## src/rtl/core/cau_pkg.sv

```systemverilog
`timescale 1ns / 1ps
// ----------------------------------------------------------------------------
// cau_pkg: shared types and constants of the complex arithmetic unit
// Operand and result words, operation codes, and the word that walks down
// the divider pipeline.
// ----------------------------------------------------------------------------
package cau_pkg;

   localparam int IN_W       = 16;                 // operand part width
   localparam int FRAC_BITS  = 8;                  // fraction bits of all values
   localparam int OUT_W      = 32;                 // result part width
   localparam int PROD_W     = 2 * IN_W;           // one exact product
   localparam int SUM_W      = PROD_W + 2;         // sum of two products
   localparam int MAG_W      = SUM_W;              // magnitude of such a sum
   localparam int DEN_W      = PROD_W;             // |b|^2, never above 2^(2*IN_W-1)
   localparam int QUO_W      = PROD_W + FRAC_BITS; // dividend and quotient width
   localparam int DIV_BPS    = 2;                  // quotient bits per divider stage
   localparam int DIV_STAGES = (QUO_W + DIV_BPS - 1) / DIV_BPS;
   localparam int FRONT_STAGES = 3;
   localparam int LATENCY    = FRONT_STAGES + DIV_STAGES + 1;

   typedef enum logic [1:0] {
      OP_ADD = 2'd0,
      OP_SUB = 2'd1,
      OP_MUL = 2'd2,
      OP_DIV = 2'd3
   } op_type;

   typedef logic signed [IN_W-1:0]    part_type;
   typedef logic signed [IN_W:0]      addsub_type;
   typedef logic signed [PROD_W-1:0]  prod_type;
   typedef logic signed [SUM_W-1:0]   sum_type;
   typedef logic        [MAG_W-1:0]   mag_type;
   typedef logic        [DEN_W-1:0]   den_type;
   typedef logic        [QUO_W-1:0]   quo_type;
   typedef logic signed [OUT_W-1:0]   res_type;

   typedef struct packed {
      op_type   operation;
      part_type a_re;
      part_type a_im;
      part_type b_re;
      part_type b_im;
   } req_type;

   typedef struct packed {
      res_type res_re;
      res_type res_im;
      logic    div_by_zero;
      logic    overflow;
   } rsp_type;

   // One lane of the restoring divider: partial remainder and a shift
   // register that gives up dividend bits at the top and takes quotient
   // bits at the bottom. For other operations q simply holds the magnitude.
   typedef struct packed {
      den_type rem;
      quo_type q;
   } div_lane_type;

   typedef struct packed {
      logic         valid;
      logic         is_div;
      logic         dz;
      logic         neg_re;
      logic         neg_im;
      den_type      den;
      div_lane_type lane_re;
      div_lane_type lane_im;
   } div_pipe_type;

   localparam quo_type SAT_POS_MAG = quo_type'(32'h7FFF_FFFF);
   localparam quo_type SAT_NEG_MAG = quo_type'(32'h8000_0000);
   localparam res_type SAT_POS     = 32'sh7FFF_FFFF;
   localparam res_type SAT_NEG     = -32'sh7FFF_FFFF - 32'sh1;

   // DIV_BPS restoring division steps on one lane.
   function automatic div_lane_type div_steps(div_lane_type x, den_type den);
      logic [DEN_W:0] trial;
      div_lane_type   r;
      r = x;
      for (int i = 0; i < DIV_BPS; i++) begin
         trial = {r.rem, r.q[QUO_W-1]};
         r.q   = {r.q[QUO_W-2:0], 1'b0};
         if (trial >= {1'b0, den}) begin
            trial  = trial - {1'b0, den};
            r.q[0] = 1'b1;
         end
         r.rem = trial[DEN_W-1:0];
      end
      return r;
   endfunction

endpackage

```

## src/rtl/core/cau_sat.sv

```systemverilog
`timescale 1ns / 1ps
// ----------------------------------------------------------------------------
// cau_sat: sign restore and 32-bit saturation
// Turns sign and magnitude back into two's complement, clamps, and raises
// the overflow and divide-by-zero flags in the result register.
// ----------------------------------------------------------------------------
module cau_sat (
   input  logic                  clock,
   input  logic                  reset,
   input  cau_pkg::div_pipe_type pipe_in,
   output logic                  out_valid,
   output cau_pkg::rsp_type      out_data
);

   logic             valid_ff;
   cau_pkg::rsp_type data_ff, data_in;
   logic             sat_re, sat_im;

   function automatic cau_pkg::res_type to_res(logic neg, cau_pkg::quo_type mag,
                                                output logic sat);
      cau_pkg::res_type r;
      sat = 1'b0;
      // A negative sign with zero magnitude is plain zero.
      if (!neg || mag == '0) begin
         if (mag > cau_pkg::SAT_POS_MAG) begin
            sat = 1'b1;
            r   = cau_pkg::SAT_POS;
         end else begin
            r = cau_pkg::res_type'(mag[cau_pkg::OUT_W-1:0]);
         end
      end else begin
         if (mag > cau_pkg::SAT_NEG_MAG) begin
            sat = 1'b1;
            r   = cau_pkg::SAT_NEG;
         end else begin
            r = cau_pkg::res_type'(-mag[cau_pkg::OUT_W-1:0]);
         end
      end
      return r;
   endfunction

   always_comb begin
      data_in.res_re = to_res(pipe_in.neg_re, pipe_in.lane_re.q, sat_re);
      data_in.res_im = to_res(pipe_in.neg_im, pipe_in.lane_im.q, sat_im);
      data_in.div_by_zero = pipe_in.dz;
      data_in.overflow    = (sat_re || sat_im) && !pipe_in.dz;
      if (pipe_in.dz) begin
         data_in.res_re = '0;
         data_in.res_im = '0;
      end
   end

   always_ff @(posedge clock) begin
      if (reset) begin
         valid_ff <= 1'b0;
      end else begin
         valid_ff <= pipe_in.valid;
      end
   end

   always_ff @(posedge clock) begin
      data_ff <= data_in;
   end

   assign out_valid = valid_ff;
   assign out_data  = data_ff;

endmodule

```

## config.mk

```make
export PLATFORM = sky130hd
export DESIGN_NAME = cau_sat
export DESIGN_NICKNAME = d
export VERILOG_FILES = /design/src/rtl/core/cau_pkg.sv /design/src/rtl/core/cau_sat.sv
export SDC_FILE = /design/constraint.sdc
export NUM_CORES = 1
export LEC_CHECK = 0
export BUFFER_PORTS_ARGS = -buffer_cell sky130_fd_sc_hd__buf_2
export CELL_PAD_IN_SITES_DETAIL_PLACEMENT = 1
export CELL_PAD_IN_SITES_GLOBAL_PLACEMENT = 1
export CORE_ASPECT_RATIO = 1.2
export CORE_MARGIN = 2
export CORE_UTILIZATION = 32
export DETAILED_ROUTE_END_ITERATION = 8
export GPL_ROUTABILITY_DRIVEN = 0
export GPL_TIMING_DRIVEN = 0
export PLACE_DENSITY_LB_ADDON = 0.05
export SYNTH_ARGS = -nofsm -noshare
export SYNTH_HDL_FRONTEND = slang
export SYNTH_SLANG_ARGS = --single-unit
```

## constraint.sdc

```tcl
create_clock -name clock -period 4.9 [get_ports clock]
set_clock_uncertainty 0.1 [all_clocks]
set_input_delay 0.49 -clock clock [delete_from_list [all_inputs] [get_ports clock]]
set_output_delay 0.49 -clock clock [all_outputs]
set_load 0.005 [all_outputs]
```

==> results by group <==
Status
  • Run status: complete, no violations

Place
  • Final HPWL DP: 13.6 mm
  • Buffers on Ports: 149

Synth
  • Yosys warning count: 0
  • Syn_nets: a little over 700
  • Most frequent cells after synthesis: 67 x dfxtp_1, 45 x nor2_1, 38 x nor3_1
  • Seq/Total Area, Yosys: 0.319
  • Yosys cell types: 77
  • #FFs+latches synth: 67
  • Most frequent cell after synthesis: dfxtp_1
  • Mapped Cells: about 530
  • Largest cells by area after synthesis: dfxtp_1 32%, nor3_1 4.5%, nor2_1 4.0%
  • Synth Flop Type: dfxtp_1
  • Syn Area/Cell: between 7 and 8 µm²
  • Post-Syn Area: around 4200 µm²
  • Post-synth EDFFs: 0
  • Top-area cell type share of the netlist area: 0.319
  • Most area-hungry cell type in the Yosys netlist: dfxtp_1
  • Post-synth ARST share: 0

STA
  • Max Slew Vio Count: 0
  • Post-route clock period utilization: 0.678
  • Crit path time final: roughly 3300 ps
  • Hold slack: around 200 ps
  • Worst slew margin: 0.0684
  • Setup-failing EPs final: 0
  • Final setup TNS: 0 ps
  • Fmax: approximately 300 MHz
  • Final Hold Viols: 0
  • Worst slew pin tran: between 1000 and 1500 ps
  • RSZ-0062 raised after global routing: no

Clock network
  • Post-CTS setup buffer count: 0
  • Clock Sinks: 67
  • # resized after CTS: 0
  • Clk pin slew, worst setup/hold paths: 60 ps
  • Root Buffer: clkbuf_16
  • Clock buffer depth: 2
  • H-tree Lvls: 3
  • # hold bufs at CTS: 0
  • CTS buffer count: 9
  • CTS tree: yes

Setup path
  • Slowest-stage cell, CP: nor4_1
  • WP depth: 8
  • Crit. End Element: flip-flop
  • Setup CP Type: in -> reg
  • Max FO, Critical Path: 7
  • Required time of the worst setup path: roughly 5000 ps
  • Crit path from: pipe_in[0]
  • Max stage delay on crit path: approximately 1100 ps
  • Critical Path, Cell by Cell: buf_2, or3_1, clkbuf_1, nor4_1, nand4_1, nor4b_2, mux2i_1, a21oi_1
  • Worst path top cell family by delay: simple AND/OR/NAND/NOR gates
  • CP arrival: 3430 ps
  • CP endpoint: out_data[33]
  • Startpoint Class: input pin
  • Worst Path Buf+Inv: 2

GRT
  • First-pass GRT wire length: between 20 and 30 mm
  • GRT Util Overall: 0.254
  • Pin count of the biggest net entering global routing: 12
  • Vias in the first global route: around 5100
  • Initial antenna violation count: 0
  • GRT overflow: 0

Hold path
  • Worst Hold Class: in -> reg

Route
  • Antenna viol nets, final: 0
  • Vias per inst: ~5.9
  • Via count: 5092
  • Total wire length: between 15 and 20 mm
  • Post-DR wirelength/cell: 20.5 µm
  • Iteration-0 DRC Markers: around 150
  • First-pass iteration count of the detailed router: 4
  • # DRC: 0

Floorplanning
  • Boundary Pins: 250
  • Row count: between 40 and 50
  • Core Region: 12700 µm²
  • Die area: between 10000 and 15000 µm²
  • Starting Density: 0.331
  • Die height: about 130 µm
  • Die X: ~110 µm

Job
  • MaxCap Viol Count: 0

Cells and area
  • Layout area overhead: 30.1%
  • Final core occ: 0.430
  • # diodes: 0
  • Fillers: between 1500 and 2000
  • Layout cell share with drive strength beyond 1: 0.290
  • Nets: just under 900

Power
  • Pwr/cell area: between 200 and 300 nW/µm²
  • Max VDD drop: 118 µV
  • Leakage: 2.31 nW
==> registers in the layout (all words and copies together), names as in the netlist <==
register   cells
out_valid      1
out_data      66
==> layer usage <==
metal,GRT usage,part of all wire,vias to the layer above
li1,-,-,2387
met1,0.284,0.39,2475
met4,0.128,0.034,0
met3,0.0493,0.060,39
met5,0,0,-
met2,0.454,0.52,191
==> layout make-up <==
class                   instances  area [µm²]  area share
inverters                      16        60.1      0.0110
well taps                     164         205      0.0375
flip-flops and latches         67        1340       0.245
multi-input cells             414        2660       0.486
plain buffers                  32         149      0.0272
clock buffers                  13         270      0.0493
clock inverters                 3        45.0     0.00822
repair buffers                149         746       0.136
==> power by group <==
part	switching (W)	internal, W
logic	0.000146	0.000100
registers	0.00000843	0.000583
clock network	0.000246	0.000436
total	0.000401	0.00112
==> layout by cell type (no fill, tap or decap), drive strengths merged, types with 16 or more instances in the layout <==
cell and instances:
nand2 27, o21ai 28, nor2 45, inv 16, nand3 17, a21oi 26
nor4 19, buf 158, dfxtp 67, or3 16, nor3 39, clkbuf 36
==> kinds of logic (layout without fill, tap and decap cells) <==
logic type,after synthesis,in the layout,share of synthesized area
DFF,67,67,0.319
buffers and inverters,48,213,0.0496
and+or+nand+nor,239,239,0.320
xor gates and xnor gates,3,3,0.00624
muxes,3,3,0.00713
AOI/OAI and AO/OA,166,166,0.290
adders and majority gates,3,3,0.00832
==> metrics by stage <==
stage	power (W)	std cells	setup slack, ps	area (µm²)
2_1_floorplan	0.000711	529	1910	4210
3_3_place_gp	0.000842	842	1370	5160
3_5_place_dp	0.000847	842	1350	5160
4_1_cts	0.00154	858	1680	5480
5_1_grt	0.00159	858	1440	5480
6_report	0.00152	858	1580	5480
==> worst min-delay path by stage <==
stage | cells past startpoint | to | from | slack (ps)
final | 2 | out_valid | reset | 200
after global routing | 2 | out_valid | reset | 220
after CTS | 2 | out_valid | reset | 190
after detailed placement | 2 | out_valid | reset | 550
after global placement | 2 | out_valid | reset | 550
after floorplan | 0 | out_data[1] | pipe_in[178] | 420
(Power assumes the default switching activity.)
