**config.mk**
```make
export PLATFORM = sky130hd
export DESIGN_NAME = cau_front
export DESIGN_NICKNAME = d
export VERILOG_FILES = /design/src/rtl/core/cau_pkg.sv /design/src/rtl/core/cau_front.sv
export SDC_FILE = /design/constraint.sdc
export NUM_CORES = 2
export LEC_CHECK = 0
export BUFFER_PORTS_ARGS = -buffer_cell sky130_fd_sc_hd__buf_2
export CAP_MARGIN = 15
export CORE_ASPECT_RATIO = 1.1
export CORE_UTILIZATION = 35
export DETAILED_ROUTE_END_ITERATION = 10
export GPL_ROUTABILITY_DRIVEN = 0
export HOLD_SLACK_MARGIN = 0.03
export PLACE_DENSITY = 0.49
export SLEW_MARGIN = 15
export SYNTH_ARGS = -nofsm -noshare
export SYNTH_HDL_FRONTEND = slang
export SYNTH_SLANG_ARGS = --single-unit
```
**constraint.sdc**
```tcl
create_clock -name clock -period 24.9 [get_ports clock]
set_clock_uncertainty 0.15 [all_clocks]
set_input_delay 4.98 -clock clock [delete_from_list [all_inputs] [get_ports clock]]
set_output_delay 4.98 -clock clock [all_outputs]
set_load 0.05 [all_outputs]
```
**src/rtl/core/cau_pkg.sv**
```systemverilog
`timescale 1ns / 1ps
// ----------------------------------------------------------------------------
// cau_pkg: shared types and constants of the complex arithmetic unit
// Operand and result words, operation codes, and the word that walks down
// the divider pipeline.
// ----------------------------------------------------------------------------
package cau_pkg;

   localparam int IN_W       = 16;                 // operand part width
   localparam int FRAC_BITS  = 8;                  // fraction bits of all values
   localparam int OUT_W      = 32;                 // result part width
   localparam int PROD_W     = 2 * IN_W;           // one exact product
   localparam int SUM_W      = PROD_W + 2;         // sum of two products
   localparam int MAG_W      = SUM_W;              // magnitude of such a sum
   localparam int DEN_W      = PROD_W;             // |b|^2, never above 2^(2*IN_W-1)
   localparam int QUO_W      = PROD_W + FRAC_BITS; // dividend and quotient width
   localparam int DIV_BPS    = 2;                  // quotient bits per divider stage
   localparam int DIV_STAGES = (QUO_W + DIV_BPS - 1) / DIV_BPS;
   localparam int FRONT_STAGES = 3;
   localparam int LATENCY    = FRONT_STAGES + DIV_STAGES + 1;

   typedef enum logic [1:0] {
      OP_ADD = 2'd0,
      OP_SUB = 2'd1,
      OP_MUL = 2'd2,
      OP_DIV = 2'd3
   } op_type;

   typedef logic signed [IN_W-1:0]    part_type;
   typedef logic signed [IN_W:0]      addsub_type;
   typedef logic signed [PROD_W-1:0]  prod_type;
   typedef logic signed [SUM_W-1:0]   sum_type;
   typedef logic        [MAG_W-1:0]   mag_type;
   typedef logic        [DEN_W-1:0]   den_type;
   typedef logic        [QUO_W-1:0]   quo_type;
   typedef logic signed [OUT_W-1:0]   res_type;

   typedef struct packed {
      op_type   operation;
      part_type a_re;
      part_type a_im;
      part_type b_re;
      part_type b_im;
   } req_type;

   typedef struct packed {
      res_type res_re;
      res_type res_im;
      logic    div_by_zero;
      logic    overflow;
   } rsp_type;

   // One lane of the restoring divider: partial remainder and a shift
   // register that gives up dividend bits at the top and takes quotient
   // bits at the bottom. For other operations q simply holds the magnitude.
   typedef struct packed {
      den_type rem;
      quo_type q;
   } div_lane_type;

   typedef struct packed {
      logic         valid;
      logic         is_div;
      logic         dz;
      logic         neg_re;
      logic         neg_im;
      den_type      den;
      div_lane_type lane_re;
      div_lane_type lane_im;
   } div_pipe_type;

   localparam quo_type SAT_POS_MAG = quo_type'(32'h7FFF_FFFF);
   localparam quo_type SAT_NEG_MAG = quo_type'(32'h8000_0000);
   localparam res_type SAT_POS     = 32'sh7FFF_FFFF;
   localparam res_type SAT_NEG     = -32'sh7FFF_FFFF - 32'sh1;

   // DIV_BPS restoring division steps on one lane.
   function automatic div_lane_type div_steps(div_lane_type x, den_type den);
      logic [DEN_W:0] trial;
      div_lane_type   r;
      r = x;
      for (int i = 0; i < DIV_BPS; i++) begin
         trial = {r.rem, r.q[QUO_W-1]};
         r.q   = {r.q[QUO_W-2:0], 1'b0};
         if (trial >= {1'b0, den}) begin
            trial  = trial - {1'b0, den};
            r.q[0] = 1'b1;
         end
         r.rem = trial[DEN_W-1:0];
      end
      return r;
   endfunction

endpackage

```
**src/rtl/core/cau_front.sv**
```systemverilog
`timescale 1ns / 1ps
// ----------------------------------------------------------------------------
// cau_front: products, sums and sign-magnitude conversion
// Three register stages: exact products and squares, the operation's sums
// and |b|^2, then magnitudes scaled for the divider or the multiply result.
// ----------------------------------------------------------------------------
module cau_front (
   input  logic                  clock,
   input  logic                  reset,
   input  logic                  in_valid,
   input  cau_pkg::req_type      in_data,
   output cau_pkg::div_pipe_type pipe_out
);

   // stage A: products
   logic                 a_vld_ff;
   cau_pkg::op_type      a_op_ff;
   logic                 a_dz_ff;
   cau_pkg::prod_type    a_rr_ff, a_ii_ff, a_ri_ff, a_ir_ff, a_sqr_ff, a_sqi_ff;
   cau_pkg::addsub_type  a_sre_ff, a_sim_ff;
   cau_pkg::addsub_type  a_sre_in, a_sim_in;

   // stage B: sums
   logic                 b_vld_ff;
   cau_pkg::op_type      b_op_ff;
   logic                 b_dz_ff;
   cau_pkg::sum_type     b_re_ff, b_im_ff, b_re_in, b_im_in;
   cau_pkg::den_type     b_den_ff;

   // stage C: magnitudes
   logic                 c_vld_ff;
   cau_pkg::div_pipe_type c_data_ff, c_data_in;
   cau_pkg::mag_type     mag_re, mag_im;

   always_comb begin
      if (in_data.operation == cau_pkg::OP_SUB) begin
         a_sre_in = cau_pkg::addsub_type'(in_data.a_re) - cau_pkg::addsub_type'(in_data.b_re);
         a_sim_in = cau_pkg::addsub_type'(in_data.a_im) - cau_pkg::addsub_type'(in_data.b_im);
      end else begin
         a_sre_in = cau_pkg::addsub_type'(in_data.a_re) + cau_pkg::addsub_type'(in_data.b_re);
         a_sim_in = cau_pkg::addsub_type'(in_data.a_im) + cau_pkg::addsub_type'(in_data.b_im);
      end
   end

   always_ff @(posedge clock) begin
      if (reset) begin
         a_vld_ff <= 1'b0;
         b_vld_ff <= 1'b0;
         c_vld_ff <= 1'b0;
      end else begin
         a_vld_ff <= in_valid;
         b_vld_ff <= a_vld_ff;
         c_vld_ff <= b_vld_ff;
      end
   end

   always_ff @(posedge clock) begin
      a_op_ff  <= in_data.operation;
      a_dz_ff  <= (in_data.b_re == '0) && (in_data.b_im == '0);
      a_rr_ff  <= in_data.a_re * in_data.b_re;
      a_ii_ff  <= in_data.a_im * in_data.b_im;
      a_ri_ff  <= in_data.a_re * in_data.b_im;
      a_ir_ff  <= in_data.a_im * in_data.b_re;
      a_sqr_ff <= in_data.b_re * in_data.b_re;
      a_sqi_ff <= in_data.b_im * in_data.b_im;
      a_sre_ff <= a_sre_in;
      a_sim_ff <= a_sim_in;
   end

   always_comb begin
      case (a_op_ff)
         cau_pkg::OP_MUL: begin
            b_re_in = cau_pkg::sum_type'(a_rr_ff) - cau_pkg::sum_type'(a_ii_ff);
            b_im_in = cau_pkg::sum_type'(a_ri_ff) + cau_pkg::sum_type'(a_ir_ff);
         end
         cau_pkg::OP_DIV: begin
            b_re_in = cau_pkg::sum_type'(a_rr_ff) + cau_pkg::sum_type'(a_ii_ff);
            b_im_in = cau_pkg::sum_type'(a_ir_ff) - cau_pkg::sum_type'(a_ri_ff);
         end
         default: begin
            b_re_in = cau_pkg::sum_type'(a_sre_ff);
            b_im_in = cau_pkg::sum_type'(a_sim_ff);
         end
      endcase
   end

   // Squares are never negative and their sum never exceeds 2^(2*IN_W-1).
   always_ff @(posedge clock) begin
      b_op_ff  <= a_op_ff;
      b_dz_ff  <= a_dz_ff;
      b_re_ff  <= b_re_in;
      b_im_ff  <= b_im_in;
      b_den_ff <= cau_pkg::den_type'(a_sqr_ff) + cau_pkg::den_type'(a_sqi_ff);
   end

   always_comb begin
      mag_re = b_re_ff[cau_pkg::SUM_W-1] ? cau_pkg::mag_type'(-b_re_ff)
                                         : cau_pkg::mag_type'(b_re_ff);
      mag_im = b_im_ff[cau_pkg::SUM_W-1] ? cau_pkg::mag_type'(-b_im_ff)
                                         : cau_pkg::mag_type'(b_im_ff);
      c_data_in             = '0;
      c_data_in.is_div      = (b_op_ff == cau_pkg::OP_DIV);
      c_data_in.dz          = b_dz_ff && (b_op_ff == cau_pkg::OP_DIV);
      c_data_in.neg_re      = b_re_ff[cau_pkg::SUM_W-1];
      c_data_in.neg_im      = b_im_ff[cau_pkg::SUM_W-1];
      c_data_in.den         = b_den_ff;
      case (b_op_ff)
         cau_pkg::OP_MUL: begin
            c_data_in.lane_re.q = cau_pkg::quo_type'(mag_re) >> cau_pkg::FRAC_BITS;
            c_data_in.lane_im.q = cau_pkg::quo_type'(mag_im) >> cau_pkg::FRAC_BITS;
         end
         cau_pkg::OP_DIV: begin
            // The dividend carries the fraction bits of the quotient.
            c_data_in.lane_re.q = cau_pkg::quo_type'(mag_re) << cau_pkg::FRAC_BITS;
            c_data_in.lane_im.q = cau_pkg::quo_type'(mag_im) << cau_pkg::FRAC_BITS;
         end
         default: begin
            c_data_in.lane_re.q = cau_pkg::quo_type'(mag_re);
            c_data_in.lane_im.q = cau_pkg::quo_type'(mag_im);
         end
      endcase
   end

   always_ff @(posedge clock) begin
      c_data_ff <= c_data_in;
   end

   always_comb begin
      pipe_out       = c_data_ff;
      pipe_out.valid = c_vld_ff;
   end

endmodule

```
==> results <==
- The total setup violations reported at the end of the flow is 0.
- The share of async-settable or async-resettable flops after synthesis is 0.
- The average wire length per cell after detail routing is 20.0 microns.
- The source-to-sink clock delay at the later pin of the worst-skew pair is 0.71 ns.
- Each instance of the synthesized netlist takes up on average 9.18 sq um.
- The number of distinct library cell variants in the gate-level netlist after synthesis is 79.
- By count the netlist is led by inv_1 (1,829), fa_1 (1,522), nand2_1 (787).
- The routed design has 225,000 microns of wire.
- The vertical extent of the die is 493 microns.
- In the finished design, the share of the clock period the worst path needs comes to 0.497.
- The number of antenna violations at the first check in global routing is 29.
- The tightest min-delay check is of the reg2reg type.
- The transition time of the tightest slew-check pin is 1.11 ns.
- The effective utilization at floorplan is 0.353.
- The cell at the slowest stage of the critical path is fa_1.
- The share of synthesized area in the top cell type comes to 0.398.
- The length of routed wiring on met1 is 101,000 microns.
- Summed over all nets, wire length on met3 after detailed routing comes to 9520 microns.
- The total global routing overflow is 0.
- After filler insertion, the fill cell instance count of the layout stands at 22,100.
- The maximum fanout along the worst path is 29.
- The share of post-route cells with drive strength above 1 is 0.0540.
- For this run, the share of the core covered by cells in the final layout is 0.380.
- For this run, the slowest stage of the critical path takes 0.90 ns.
- The shortest period the worst path allows is 12.37 ns.
- By instance count, the cell type seen most on the critical path is fa_1.
- In the global route stage, overall resource usage came out at 0.210.
- After synthesis the netlist holds a flip-flop and latch count of 447.
- Ranked by total cell area, the synthesized netlist is headed by fa_1 (40%), dfxtp_1 (12%), ha_1 (10%).
- After detailed routing, the number of remaining DRC violations is 0.
- The CTS tree is built.
- The synthesized design contains 0 enable-type register cells.
- For this run, the top clock speed supported by timing is 80.8 MHz.
- The setup path with the least slack is of type in2reg.
- The number of buffers inserted by port buffering is 185.
- In this run the remaining antenna-violating nets after routing total 0.
- The register clock-pin slew on the reported worst setup and hold paths is 0.06 ns.
- The tree is rooted in a clkbuf_16.
- Traced cell by cell, the critical path runs through buf_2 > buf_4 > clkinv_1 > nor2_1 > fa_1 > fa_1 > fa_1 > fa_1 > fa_1 > inv_1 > fa_1 > inv_1 > ha_1 > inv_1 > o21bai_1 > a21o_1 > a21o_1 > a221o_1 > o41ai_1 > o21bai_1 > a21oi_1 > xnor2_1.
- The setup check on the worst reg-to-reg path leaves a slack of 19.05 ns.
- The kind of end point of the critical path is a flip-flop.
- The highest layer touched by signal routing is met5.
- The count of standard-cell rows is 179.
- The run finished with clean final reports.
- Adding up every negative setup slack in the final design gives 0 ns.
- For this design, the CTS-stage hold fixing added 0 buffers.
- Entering global routing, the biggest net connects 104 pins.
- The clock net sink count is 447.
- The most common flop cell mapped by yosys is dfxtp_1.
- The post-CTS setup buffer count is 0.
- By instance count, the leading cell after synthesis is inv_1.
- Dividing the detail-routed via count by the number of cells gives 4.82.
- Before antenna repair, the detailed router went through 7 iterations.
- Data on the critical path is required at its endpoint by 25.35 ns.
- In this run the standard cell core region covers 0.217 sq mm.
- The share of the yosys chip area belonging to registers is 0.117.
- The via count is 54,300.
- The synthesized instance count is 8,343.
- Setup repair after global routing left no endpoint under its margin.
- The first global-routing pass estimated 353,000 microns of wire.
- fa_1 takes more of the synthesized area than any other cell.
- The headroom to the max-slew limit is 0.261.
- The cell area after technology mapping is 0.0766 sq mm.
- The number of synthesis warnings is 0.
- The synthesis-to-finish area growth is 7.46%.
- The number of gates given a new drive strength after cts is 0.
- The arrival time at the worst endpoint is 12.82 ns.
- The number of buffers created by CTS is 55.
- In this run the number of H-tree levels came out at 2.
- During I/O placement, the number of pins put on the boundary was 250.
- The net count reported at finish is 10,600.
- The met2 layer wire length in the routed design is 108,000 microns.
- The clock passes through at most 3 buffers.
- The number of hold violations in the final report is 0.
- The HPWL reported at the end of detailed placement is 180,000 microns.
- The die area is 0.221 sq mm.
- The worst setup path is launched from an input pin.
- The count of final max-slew check failures is 0.
- The horizontal die dimension is 448 microns.
- The iteration-0 DRC count of the detailed router is 2,759.
- The number of global-route vias before repair is 58,800.
- The number of max-cap violations is 0.
[final timing paths]
kind	start	endpoint	cells after the start
hold / removal	b_den_ff[13]	pipe_out[157]	0
setup reg to reg	a_ii_ff[2]	b_re_ff[32]	17
setup / recovery	in_data[17]	a_sqr_ff[31]	22
hold reg to reg	b_den_ff[13]	pipe_out[157]	0
[placed cells by master (no fill, tap or decap), types with 11 or more instances in the layout]
master and count:
a211oi_1 24, a21o_1 128, a21oi_1 263, a311oi_1 12
a31o_2 14, a31oi_1 21, and2_1 547, and3_1 35
buf_2 185, buf_4 81, clkbuf_16 55, clkinv_1 13
conb_1 64, dfxtp_1 444, fa_1 1522, ha_1 638
inv_1 1828, mux2_2 40, nand2_1 787, nand2b_1 47
nand3_1 60, nand4_1 11, nor2_1 376, nor2b_1 33
nor3_1 70, nor4_1 17, o211ai_1 27, o21a_1 34
o21ai_0 168, o21bai_1 40, o22ai_1 20, o31ai_1 38
o41ai_1 22, or3_1 29, or4_1 13, xnor2_1 337
xor2_1 145
[cells by family after synthesis]
family | share of synthesized area
buffers and inverters | 0.113
adders and majority gates | 0.502
and+or+nand+nor | 0.130
AOI/OAI and AO/OA | 0.0757
xor gates and xnor gates | 0.0551
DFF | 0.117
muxes | 0.00719
other | 0.0000489
[sequential cells by signal, summed over array words and instances, names as in the netlist, 2 cells and up]
signal,count
a_sre_ff,17
a_ii_ff,32
a_ri_ff,32
b_op_ff,2
pipe_out,116
a_rr_ff,32
a_sqr_ff,31
a_sqi_ff,31
b_den_ff,32
a_op_ff,2
a_ir_ff,32
b_im_ff,33
b_re_ff,33
a_sim_ff,17
[area by class of cell]
| type | count | area (sq um) | area share |
|---|---|---|---|
| multi-input combinational | 5720 | 59300 | 0.720 |
| sequential | 447 | 8950 | 0.109 |
| inverter | 1842 | 6910 | 0.0840 |
| tap | 2896 | 3620 | 0.0440 |
| timing repair buffer | 266 | 1530 | 0.0186 |
| clock buffer | 69 | 1520 | 0.0184 |
| clock inverter | 34 | 512 | 0.00622 |
| antenna | 8 | 20.0 | 0.000243 |
[metal layers]
layer | global-route usage | vias up
met5 | 0 | -
met3 | 0.0229 | 269
met4 | 0.0661 | 12
li1 | - | 25200
met1 | 0.282 | 27700
met2 | 0.353 | 1189
[critical path, delay by kind of cell]
| family | cells | cell delay, ns |
|---|---|---|
| AO/OA/AOI/OAI | 7 | 1.50 |
| XOR/XNOR | 1 | 0.13 |
| AND/OR/NAND/NOR | 1 | 0.48 |
| adder cells (fa/ha/maj) | 7 | 3.83 |
| buffers and inverters | 6 | 1.79 |
[stage by stage]
step	instance area [sq um]	hold WS (ns)	cells	setup slack [ns]
after floorplan	76900	0.160	8406	13.19
after global placement	80300	0.165	11200	11.98
after detailed placement	80300	0.162	11200	11.94
after CTS	82300	0.177	11300	12.62
after global routing	82300	0.183	11300	12.21
final	82300	0.176	11300	12.53
Power is not shown: default switching activity piles up to over one toggle a cycle in this logic, so the estimate is an artifact.
