File: config.mk
export PLATFORM = sky130hd
export DESIGN_NAME = cau_div_stage
export DESIGN_NICKNAME = d
export VERILOG_FILES = /design/src/rtl/core/cau_pkg.sv /design/src/rtl/core/cau_div_stage.sv
export SDC_FILE = /design/constraint.sdc
export NUM_CORES = 1
export LEC_CHECK = 0
export ABC_AREA = 1
export BUFFER_PORTS_ARGS = -buffer_cell sky130_fd_sc_hd__buf_2
export CAP_MARGIN = 20
export CORE_MARGIN = 3
export CORE_UTILIZATION = 30
export CTS_CLUSTER_DIAMETER = 100
export DETAILED_ROUTE_END_ITERATION = 6
export GPL_TIMING_DRIVEN = 0
export PLACE_DENSITY = 0.54
export RECOVER_POWER = 25
export SLEW_MARGIN = 5
export SYNTH_ARGS = -nofsm -noshare
export SYNTH_HDL_FRONTEND = slang
export SYNTH_SLANG_ARGS = --single-unit
File: constraint.sdc
create_clock -name clock -period 8.65 [get_ports clock]
set_input_delay 1.73 -clock clock [delete_from_list [all_inputs] [get_ports clock]]
set_output_delay 1.73 -clock clock [all_outputs]
set_load 0.02 [all_outputs]
File: src/rtl/core/cau_pkg.sv
`timescale 1ns / 1ps
// ----------------------------------------------------------------------------
// cau_pkg: shared types and constants of the complex arithmetic unit
// Operand and result words, operation codes, and the word that walks down
// the divider pipeline.
// ----------------------------------------------------------------------------
package cau_pkg;

   localparam int IN_W       = 16;                 // operand part width
   localparam int FRAC_BITS  = 8;                  // fraction bits of all values
   localparam int OUT_W      = 32;                 // result part width
   localparam int PROD_W     = 2 * IN_W;           // one exact product
   localparam int SUM_W      = PROD_W + 2;         // sum of two products
   localparam int MAG_W      = SUM_W;              // magnitude of such a sum
   localparam int DEN_W      = PROD_W;             // |b|^2, never above 2^(2*IN_W-1)
   localparam int QUO_W      = PROD_W + FRAC_BITS; // dividend and quotient width
   localparam int DIV_BPS    = 2;                  // quotient bits per divider stage
   localparam int DIV_STAGES = (QUO_W + DIV_BPS - 1) / DIV_BPS;
   localparam int FRONT_STAGES = 3;
   localparam int LATENCY    = FRONT_STAGES + DIV_STAGES + 1;

   typedef enum logic [1:0] {
      OP_ADD = 2'd0,
      OP_SUB = 2'd1,
      OP_MUL = 2'd2,
      OP_DIV = 2'd3
   } op_type;

   typedef logic signed [IN_W-1:0]    part_type;
   typedef logic signed [IN_W:0]      addsub_type;
   typedef logic signed [PROD_W-1:0]  prod_type;
   typedef logic signed [SUM_W-1:0]   sum_type;
   typedef logic        [MAG_W-1:0]   mag_type;
   typedef logic        [DEN_W-1:0]   den_type;
   typedef logic        [QUO_W-1:0]   quo_type;
   typedef logic signed [OUT_W-1:0]   res_type;

   typedef struct packed {
      op_type   operation;
      part_type a_re;
      part_type a_im;
      part_type b_re;
      part_type b_im;
   } req_type;

   typedef struct packed {
      res_type res_re;
      res_type res_im;
      logic    div_by_zero;
      logic    overflow;
   } rsp_type;

   // One lane of the restoring divider: partial remainder and a shift
   // register that gives up dividend bits at the top and takes quotient
   // bits at the bottom. For other operations q simply holds the magnitude.
   typedef struct packed {
      den_type rem;
      quo_type q;
   } div_lane_type;

   typedef struct packed {
      logic         valid;
      logic         is_div;
      logic         dz;
      logic         neg_re;
      logic         neg_im;
      den_type      den;
      div_lane_type lane_re;
      div_lane_type lane_im;
   } div_pipe_type;

   localparam quo_type SAT_POS_MAG = quo_type'(32'h7FFF_FFFF);
   localparam quo_type SAT_NEG_MAG = quo_type'(32'h8000_0000);
   localparam res_type SAT_POS     = 32'sh7FFF_FFFF;
   localparam res_type SAT_NEG     = -32'sh7FFF_FFFF - 32'sh1;

   // DIV_BPS restoring division steps on one lane.
   function automatic div_lane_type div_steps(div_lane_type x, den_type den);
      logic [DEN_W:0] trial;
      div_lane_type   r;
      r = x;
      for (int i = 0; i < DIV_BPS; i++) begin
         trial = {r.rem, r.q[QUO_W-1]};
         r.q   = {r.q[QUO_W-2:0], 1'b0};
         if (trial >= {1'b0, den}) begin
            trial  = trial - {1'b0, den};
            r.q[0] = 1'b1;
         end
         r.rem = trial[DEN_W-1:0];
      end
      return r;
   endfunction

endpackage

File: src/rtl/core/cau_div_stage.sv
`timescale 1ns / 1ps
// ----------------------------------------------------------------------------
// cau_div_stage: one stage of the pipelined restoring divider
// Works a few quotient bits on both lanes against the shared |b|^2;
// words of other operations pass through unchanged.
// ----------------------------------------------------------------------------
module cau_div_stage (
   input  logic                  clock,
   input  logic                  reset,
   input  cau_pkg::div_pipe_type pipe_in,
   output cau_pkg::div_pipe_type pipe_out
);

   logic                  valid_ff;
   cau_pkg::div_pipe_type data_ff, data_in;

   always_comb begin
      data_in = pipe_in;
      if (pipe_in.is_div) begin
         data_in.lane_re = cau_pkg::div_steps(pipe_in.lane_re, pipe_in.den);
         data_in.lane_im = cau_pkg::div_steps(pipe_in.lane_im, pipe_in.den);
      end
   end

   always_ff @(posedge clock) begin
      if (reset) begin
         valid_ff <= 1'b0;
      end else begin
         valid_ff <= pipe_in.valid;
      end
   end

   always_ff @(posedge clock) begin
      data_ff <= data_in;
   end

   always_comb begin
      pipe_out       = data_ff;
      pipe_out.valid = valid_ff;
   end

endmodule

==> results of run 1 <==
==> registers in the layout, indices dropped and copies added, names as in the netlist <==
| name | cells |
|---|---|
| valid_ff | 1 |
| pipe_out | 180 |
==> synthesized netlist by cell type, drive strengths merged <==
library cell / instances / share of area
a21boi: 3 / 0.0014
a21o: 18 / 0.0084
a21oi: 120 / 0.038
a31oi: 9 / 0.0035
and2: 4 / 0.0016
and3: 1 / 0.00039
buf: 32 / 0.015
clkbuf: 33 / 0.0077
clkinv: 1 / 0.00023
dfxtp: 181 / 0.23
fa: 4 / 0.0050
ha: 128 / 0.10
inv: 422 / 0.099
nand2: 926 / 0.22
nand3: 249 / 0.082
nand3b: 16 / 0.0075
nand4: 56 / 0.022
nor2: 165 / 0.041
nor3: 26 / 0.0094
nor4: 7 / 0.0027
o211ai: 4 / 0.0019
o21a: 7 / 0.0033
o21ai: 166 / 0.052
o21bai: 15 / 0.0070
or2: 3 / 0.0012
or3: 1 / 0.00070
xnor2: 45 / 0.025
xor2: 36 / 0.020
==> cells by family after synthesis <==
logic type               synth area share
flip-flops                          0.226
AO/OA/AOI/OAI                       0.115
adder cells (fa/ha/maj)             0.105
XOR/XNOR                           0.0442
AND/OR/NAND/NOR                     0.388
buffers and inverters               0.122
==> metrics by stage <==
step | utilization | hold WS, ns | instances | area (um^2) | total power [mW]
after floorplan | - | 1.76 | 2678 | 16100 | 2.31
after global placement | 0.355 | 1.83 | 3729 | 18700 | 2.97
after detailed placement | 0.355 | 1.83 | 3730 | 18700 | 2.96
after CTS | 0.367 | 1.30 | 3762 | 19400 | 3.82
after global routing | 0.365 | 1.30 | 3763 | 19300 | 4.07
final | 0.366 | 1.33 | 3765 | 19300 | 3.81
==> metal layers <==
metal / up-vias / part of all wire / GRT usage
met5: - / 0 / 0
met4: 0 / 0.030 / 0.0833
met3: 106 / 0.075 / 0.0486
met2: 766 / 0.45 / 0.426
met1: 8475 / 0.45 / 0.343
li1: 9313 / - / -
==> cell type report <==
cell class	instances	share of cell area
flip-flops and latches	181	0.188
multi-input cells	2009	0.543
repair buffers	364	0.0899
diodes	3	0.000389
plain buffers	65	0.0188
clock buffers	17	0.0221
well taps	688	0.0446
inverters	423	0.0823
clock inverters	15	0.0108
==> placed cells by master, fill, tap and decap left out, types with 16 or more instances in the layout <==
| cell type | n |
|---|---|
| ha_1 | 128 |
| nand3b_1 | 16 |
| xor2_1 | 36 |
| nand2_1 | 905 |
| buf_2 | 299 |
| clkbuf_1 | 108 |
| nor3_1 | 23 |
| xnor2_1 | 45 |
| o21ai_0 | 164 |
| nor2_1 | 160 |
| nand2_2 | 18 |
| nand3_1 | 238 |
| dfxtp_1 | 181 |
| nand4_1 | 56 |
| a21o_1 | 18 |
| a21oi_1 | 119 |
| inv_1 | 419 |
| clkbuf_16 | 17 |
==> report_power, final <==
group | leakage [nW] | internal, mW | switching [mW] | total [mW]
sequential | 1.53 | 0.955 | 0.0312 | 0.986
clock | 0.304 | 0.403 | 0.440 | 0.843
combinational | 8.73 | 0.629 | 1.35 | 1.98
==> worst min path at each step <==
stage / start / end / slack (ns) / cells past startpoint
floorplan: pipe_in[144] / pipe_out[144]$_DFF_P_ / 1.76 / 0
global placement: pipe_in[177] / pipe_out[177]$_DFF_P_ / 1.83 / 1
detailed placement: pipe_in[177] / pipe_out[177]$_DFF_P_ / 1.83 / 1
CTS: pipe_in[177] / pipe_out[177]$_DFF_P_ / 1.30 / 1
global route: pipe_in[177] / pipe_out[177]$_DFF_P_ / 1.30 / 1
finish: pipe_in[177] / pipe_out[177]$_DFF_P_ / 1.33 / 1
==> results.cfg, run 1 <==
[run_status]
status = complete, no violations

[grt]
grt_max_degree = 23
antenna_found_initial = 2
grt_pass1_wl_um = 109000
grt.total_usage = 0.259
grt_overflow = 0
first_global_vias = 17600

[cts]
root_buffer = clkbuf_16
cts_setup_buffers = 0
cts_max_level = 4
clock_sinks = 181
cts_tree = yes
clock_path_buffers = 2
numCtsBuffers = 17
cts.repair.resized = 0
postCtsHoldBufs = 0
clkTransAtPathRegs_ns = 0.09

[worst_setup_path]
cp_num_cells = 24
path_cells = clkbuf_1 -> inv_1 -> ha_1 -> nand2_2 -> inv_1 -> a21oi_1 -> nand2_1 -> nand2_1 -> nand3_2 -> a21oi_4 -> buf_2 -> nand2_1 -> nand2_2 -> ha_1 -> a21oi_1 -> o21ai_0 -> nor2_1 -> nand2_1 -> nand3_1 -> nand2_1 -> nand2_1 -> clkbuf_1 -> nand4_1 -> nand3_1
crit_family = simple AND/OR/NAND/NOR gates
path_max_fanout = 10
worstPathArrival_ns = 7.36
crit_path_top_delay_cell = clkbuf_1
path_buf_inv = 5
start_kind = input port
endpoint = pipe_out[58]$_DFF_P_
critPathCaptureType = flip-flop
slowest_delay_ns = 0.61
crit_required_ns = 9.07
cp_common_cell = nand2_1
criticalPathCategory = in -> reg
crit_start = pipe_in[159]

[floorplanning]
floorplan.initialDensity = 0.304
coreArea_um2 = 52800
die_w_um = 237
rows = 84
num_io_pins = 364
die_y_um = 237
die-area_um2 = 56300

[place]
dp_hpwl_um = 64700
io_buffers = 363
place_ws_ns = 1.61
place_congestion = 0.956

[logic_synthesis]
ys_seq_elements = 181
syn_area_per_cell_um2 = 5.99
ys.warnings.count = 0
synth_cells = 2678
seq_area_frac_synth = 0.226
synth_cell_types = 44
syn-cell-area_um2 = 16100
synthesis.nets = 2993

[timing]
drv_slew = 0
period_minus_slack_ns = 6.93
max-slew-margin-rel = 0.385
finalHoldViolCount = 0
timing.setup.tns_ns = 0
period_share = 0.801
setup_viol = 0
rsz0062_at_grt = false
fmax_mhz = 144
worstMarginPinSlew_ns = 0.923
postLayoutSetupSlackWorst_ns = 1.72

[layout]
multiInputGateArea_um2 = 10500
area.sequential_um2 = 3620
area_growth_pct = 20.2
n_fill_cell = 6053
drive_gt1_frac = 0.129
layout.nets = 3376

[detailed_routing]
antenna_left = 0
drt_drc_violations_left = 0
route.vias.total = 18700
wl_um = 74600
dr.pass1.iters = 6
initialDrtViolationCount = 1581
via_per_inst = 4.96
post_drt_wl_per_cell_um = 19.8

[pwr]
vdd_ir_drop_max_mv = 0.142
cellLeakagePower_nw = 10.6
power.density_nw_per_um2 = 197

[run]
max_cap_viol_count = 0

[min_path]
hold_path_class = in -> reg
(Power assumes the default switching activity.)
==> run 2: changes to the inputs <==
Settings changed: PLACE_DENSITY 0.54 to 0.56.
Clock period 8.65 ns to 6 ns, I/O delays scaled along.
==> results.cfg, run 2 (synthesis results as in run 1) <==
[layout]
final_util = 0.368
layout.nets = 3376
n_fill_cell = 5937
largest_register_ff_count = 180
stdcell_area_um2 = 19400
mostFrequentLayoutCell = nand2_1
drive_gt1_frac = 0.154
instances_no_fill = 3765
area_growth_pct = 20.9
final_cell_mix = 903 x nand2_1, 418 x inv_1, 362 x buf_2

[place]
placed_area_um2 = 18700
io_buffers = 363
dp_hpwl_um = 62900
dp_cells = 3730
place_congestion = 0.979

[cts]
numCtsBuffers = 17
clock_sinks = 181
clock_path_buffers = 2
cts_tree = yes
cts_max_level = 4
clkTransAtPathRegs_ns = 0.09
postCtsHoldBufs = 0
root_buffer = clkbuf_16

[grt]
grt.total_usage = 0.250
first_global_vias = 17300
grt_pass1_wl_um = 106000
grt_max_degree = 23
antenna_found_initial = 8
grt_overflow = 0

[floorplanning]
rows = 84
die-area_um2 = 56300
die_y_um = 237
floorplan.initialDensity = 0.304
die_w_um = 237
num_io_pins = 364
coreArea_um2 = 52800

[run_status]
status = finished with violations
violations = DRC

[timing]
fmax_mhz = 175
max-slew-margin-rel = 0.373
worstMarginPinSlew_ns = 0.941
period_minus_slack_ns = 5.73
finalHoldViolCount = 0
setup_viol = 0
period_share = 0.955
rsz0062_at_grt = true
drv_slew = 0
fin_hold_ws_ns = 0.808

[min_path]
hold_path_class = in -> reg

[worst_setup_path]
start_kind = input port
crit_path_top_delay_cell = ha_1
worstPathArrival_ns = 6.10
cp_common_cell = nand2_1
critPathCaptureType = flip-flop
slowest_delay_ns = 0.42
criticalPathCategory = in -> reg
path_max_fanout = 10
crit_required_ns = 6.37

[detailed_routing]
wl_um = 72600
post_drt_wl_per_cell_um = 19.3
dr.pass1.iters = 7
antenna_left = 0
drt_drc_violations_left = 1
initialDrtViolationCount = 1593
via_per_inst = 4.96
route.vias.total = 18700

[pwr]
p_total_mw = 5.48
power.density_nw_per_um2 = 283
cellLeakagePower_nw = 10.8
vdd_ir_drop_max_mv = 0.199

[run]
max_cap_viol_count = 0
run 2: changes by cell type in the layout (fill, tap and decap cells not counted), moves of 2 or more:
cell,previous run,this run
clkbuf_1,108,41
o21ai_2,0,2
o21ai_1,2,18
o21ai_0,164,146
clkbuf_2,0,3
nand2_2,18,20
nand2_1,905,903
buf_2,299,362
run 2: worst max-delay path: cells and delay by family:
family	cells	cell delay (ns)
AO/OA/AOI/OAI	2	0.23
AND/OR/NAND/NOR	20	2.92
adder cells (fa/ha/maj)	2	0.77
buffers and inverters	6	0.97
run 2: area by class of cell:
type                            instances  area, um^2  area share
Inverter                              423        1590      0.0820
Buffer                                 65         369      0.0190
Multi-Input combinational cell       2009       10500       0.541
Sequential cell                       181        3620       0.187
Antenna cell                            3        7.51    0.000387
Tap cell                              688         861      0.0444
Clock inverter                         15         209      0.0108
Timing Repair Buffer                  364        1820      0.0937
Clock buffer                           17         425      0.0219
run 2: worst paths after layout:
kind,to,depth (start not counted),from,slack (ns)
worst max-delay path,pipe_out[133]$_DFF_P_,30,pipe_in[170],0.27
worst min-delay path,pipe_out[178]$_DFF_P_,1,pipe_in[178],0.81
run 2: routing by layer:
layer,share of wire,vias up,wire (um),GRT usage
met1,0.44,8454,32000,0.329
met2,0.46,798,33100,0.417
met4,0.030,8,2210,0.0835
met3,0.073,120,5270,0.0407
li1,-,9303,-,-
met5,0.00062,-,45,0
run 2: repair_timing:
item | 4_1_cts | 5_1_grt
endpoints found under the setup margin | 0 | 54
buffers inserted | 0 | 0
gates resized for setup | 0 | 33
run 2: power by group:
group          switching, mW  internal (mW)
Sequential            0.0416           1.38
Combinational           1.93          0.924
Clock                  0.631          0.579
Total                   2.60           2.88
run 2: per-stage QoR:
step | setup slack (ns) | setup TNS (ns)
after floorplan | 1.36 | 0
after global placement | -0.484 | -17.77
after detailed placement | -0.440 | -15.56
after CTS | 0.0996 | 0
after global routing | -0.0194 | -0.0369
final | 0.271 | 0
==> run 3: changes to the inputs <==
Settings changed: CORE_UTILIZATION 30 to 51, PLACE_DENSITY 0.56 to 0.84.
==> results.cfg, run 3 (synthesis results as in run 1) <==
[run_status]
status = complete, no violations

[grt]
use_met2 = 0.594
first_global_vias = 17700
use_met1 = 0.541
grt.total_usage = 0.397
antenna_found_initial = 1
grt_overflow = 0
met3_usage = 0.0886
grt_most_used_layer = met2
grt_max_degree = 19
grt_pass1_wl_um = 102000

[min_path]
hold_path_class = in -> reg
hold_depth = 1

[worst_setup_path]
critPathCaptureType = flip-flop
slowest_delay_ns = 0.39
path_max_fanout = 10
worstPathArrival_ns = 6.08
cp_common_cell = nand2_1
crit_path_top_delay_cell = ha_1
criticalPathCategory = in -> reg
crit_required_ns = 6.35
start_kind = input port

[layout]
drive_gt1_frac = 0.137
area_growth_pct = 18.2
largest_register_ff_count = 180
layout.nets = 3375
final_cell_mix = 901 x nand2_1, 418 x inv_1, 304 x buf_2
mostFrequentLayoutCell = nand2_1
diodes = 0
instances_no_fill = 3469

[timing]
finalHoldViolCount = 0
setup_viol = 0
rsz0062_at_grt = false
timing.setup.tns_ns = 0
worstMarginPinSlew_ns = 1.13
drv_slew = 0
fmax_mhz = 174
max-slew-margin-rel = 0.249
period_minus_slack_ns = 5.73
period_share = 0.956

[pwr]
vdd_ir_drop_max_mv = 0.221
cellLeakagePower_nw = 10.6
power.density_nw_per_um2 = 290

[cts]
cts_tree = yes
clkTransAtPathRegs_ns = 0.07
clock_path_buffers = 2
postCtsHoldBufs = 0
cts_max_level = 4
numCtsBuffers = 17
root_buffer = clkbuf_16
clock_sinks = 181

[detailed_routing]
dr.pass1.iters = 6
initialDrtViolationCount = 2055
antenna_left = 0
drt_drc_violations_left = 0
wl_um = 69400
route.vias.total = 19500
post_drt_wl_per_cell_um = 20.0
via_per_inst = 5.62

[place]
dp_cells = 3437
place_congestion = 1.06
io_buffers = 363
dp_hpwl_um = 58900

[floorplanning]
die_y_um = 183
num_io_pins = 364
rows = 64
die-area_um2 = 33600
coreArea_um2 = 30800
floorplan.initialDensity = 0.521
die_w_um = 183

[run]
max_cap_viol_count = 0
[run 3: cell type report]
type,instances,area (um^2)
clock buffers,19,453
inverters,423,1590
clock inverters,13,164
multi-input cells,2009,10500
flip-flops and latches,181,3620
repair buffers,363,1730
plain buffers,65,369
fillers,3099,11900
well taps,396,495
[run 3: what timing repair did]
item,4_1_cts,5_1_grt
endpoints found under the setup margin,10,66
resized for setup,2,35
setup buffers,0,0
[run 3: critical path, delay by kind of cell]
kind	cells	cell delay (ns)
compound gates	4	1.05
fa+ha+maj	2	0.75
buf+inv	7	1.13
simple gates	14	1.91
[run 3: layer usage]
metal / wire length [um] / part of all wire / up-vias
met3: 8020 / 0.12 / 201
met2: 28800 / 0.41 / 1226
met4: 3620 / 0.052 / 0
li1: - / - / 9316
met5: 0 / 0 / -
met1: 29000 / 0.42 / 8761
[run 3: path summary, 6_finish.rpt]
| path | end | start |
|---|---|---|
| max | pipe_out[136]$_DFF_P_ | pipe_in[152] |
| min | pipe_out[178]$_DFF_P_ | pipe_in[178] |
[run 3: stage by stage]
step           utilization  hold WS (ns)  setup slack, ns  power [mW]  cell area, um^2
2_1_floorplan            -          1.23             1.36        3.33            16100
5_1_grt              0.615         0.823           0.0282        5.80            19000
6_report             0.615         0.840            0.267        5.51            19000
3_3_place_gp         0.596          1.30           -0.503        4.21            18400
4_1_cts              0.616         0.824           0.0488        5.42            19000
3_5_place_dp         0.596          1.30           -0.517        4.24            18400
[run 3: where the power goes]
| group | switching [mW] | total, mW | internal, mW | leakage (nW) |
|---|---|---|---|---|
| clock network | 0.568 | 1.19 | 0.618 | 0.298 |
| logic | 1.98 | 2.89 | 0.911 | 8.74 |
| registers | 0.0517 | 1.43 | 1.38 | 1.53 |
| total | 2.60 | 5.51 | 2.91 | 10.6 |
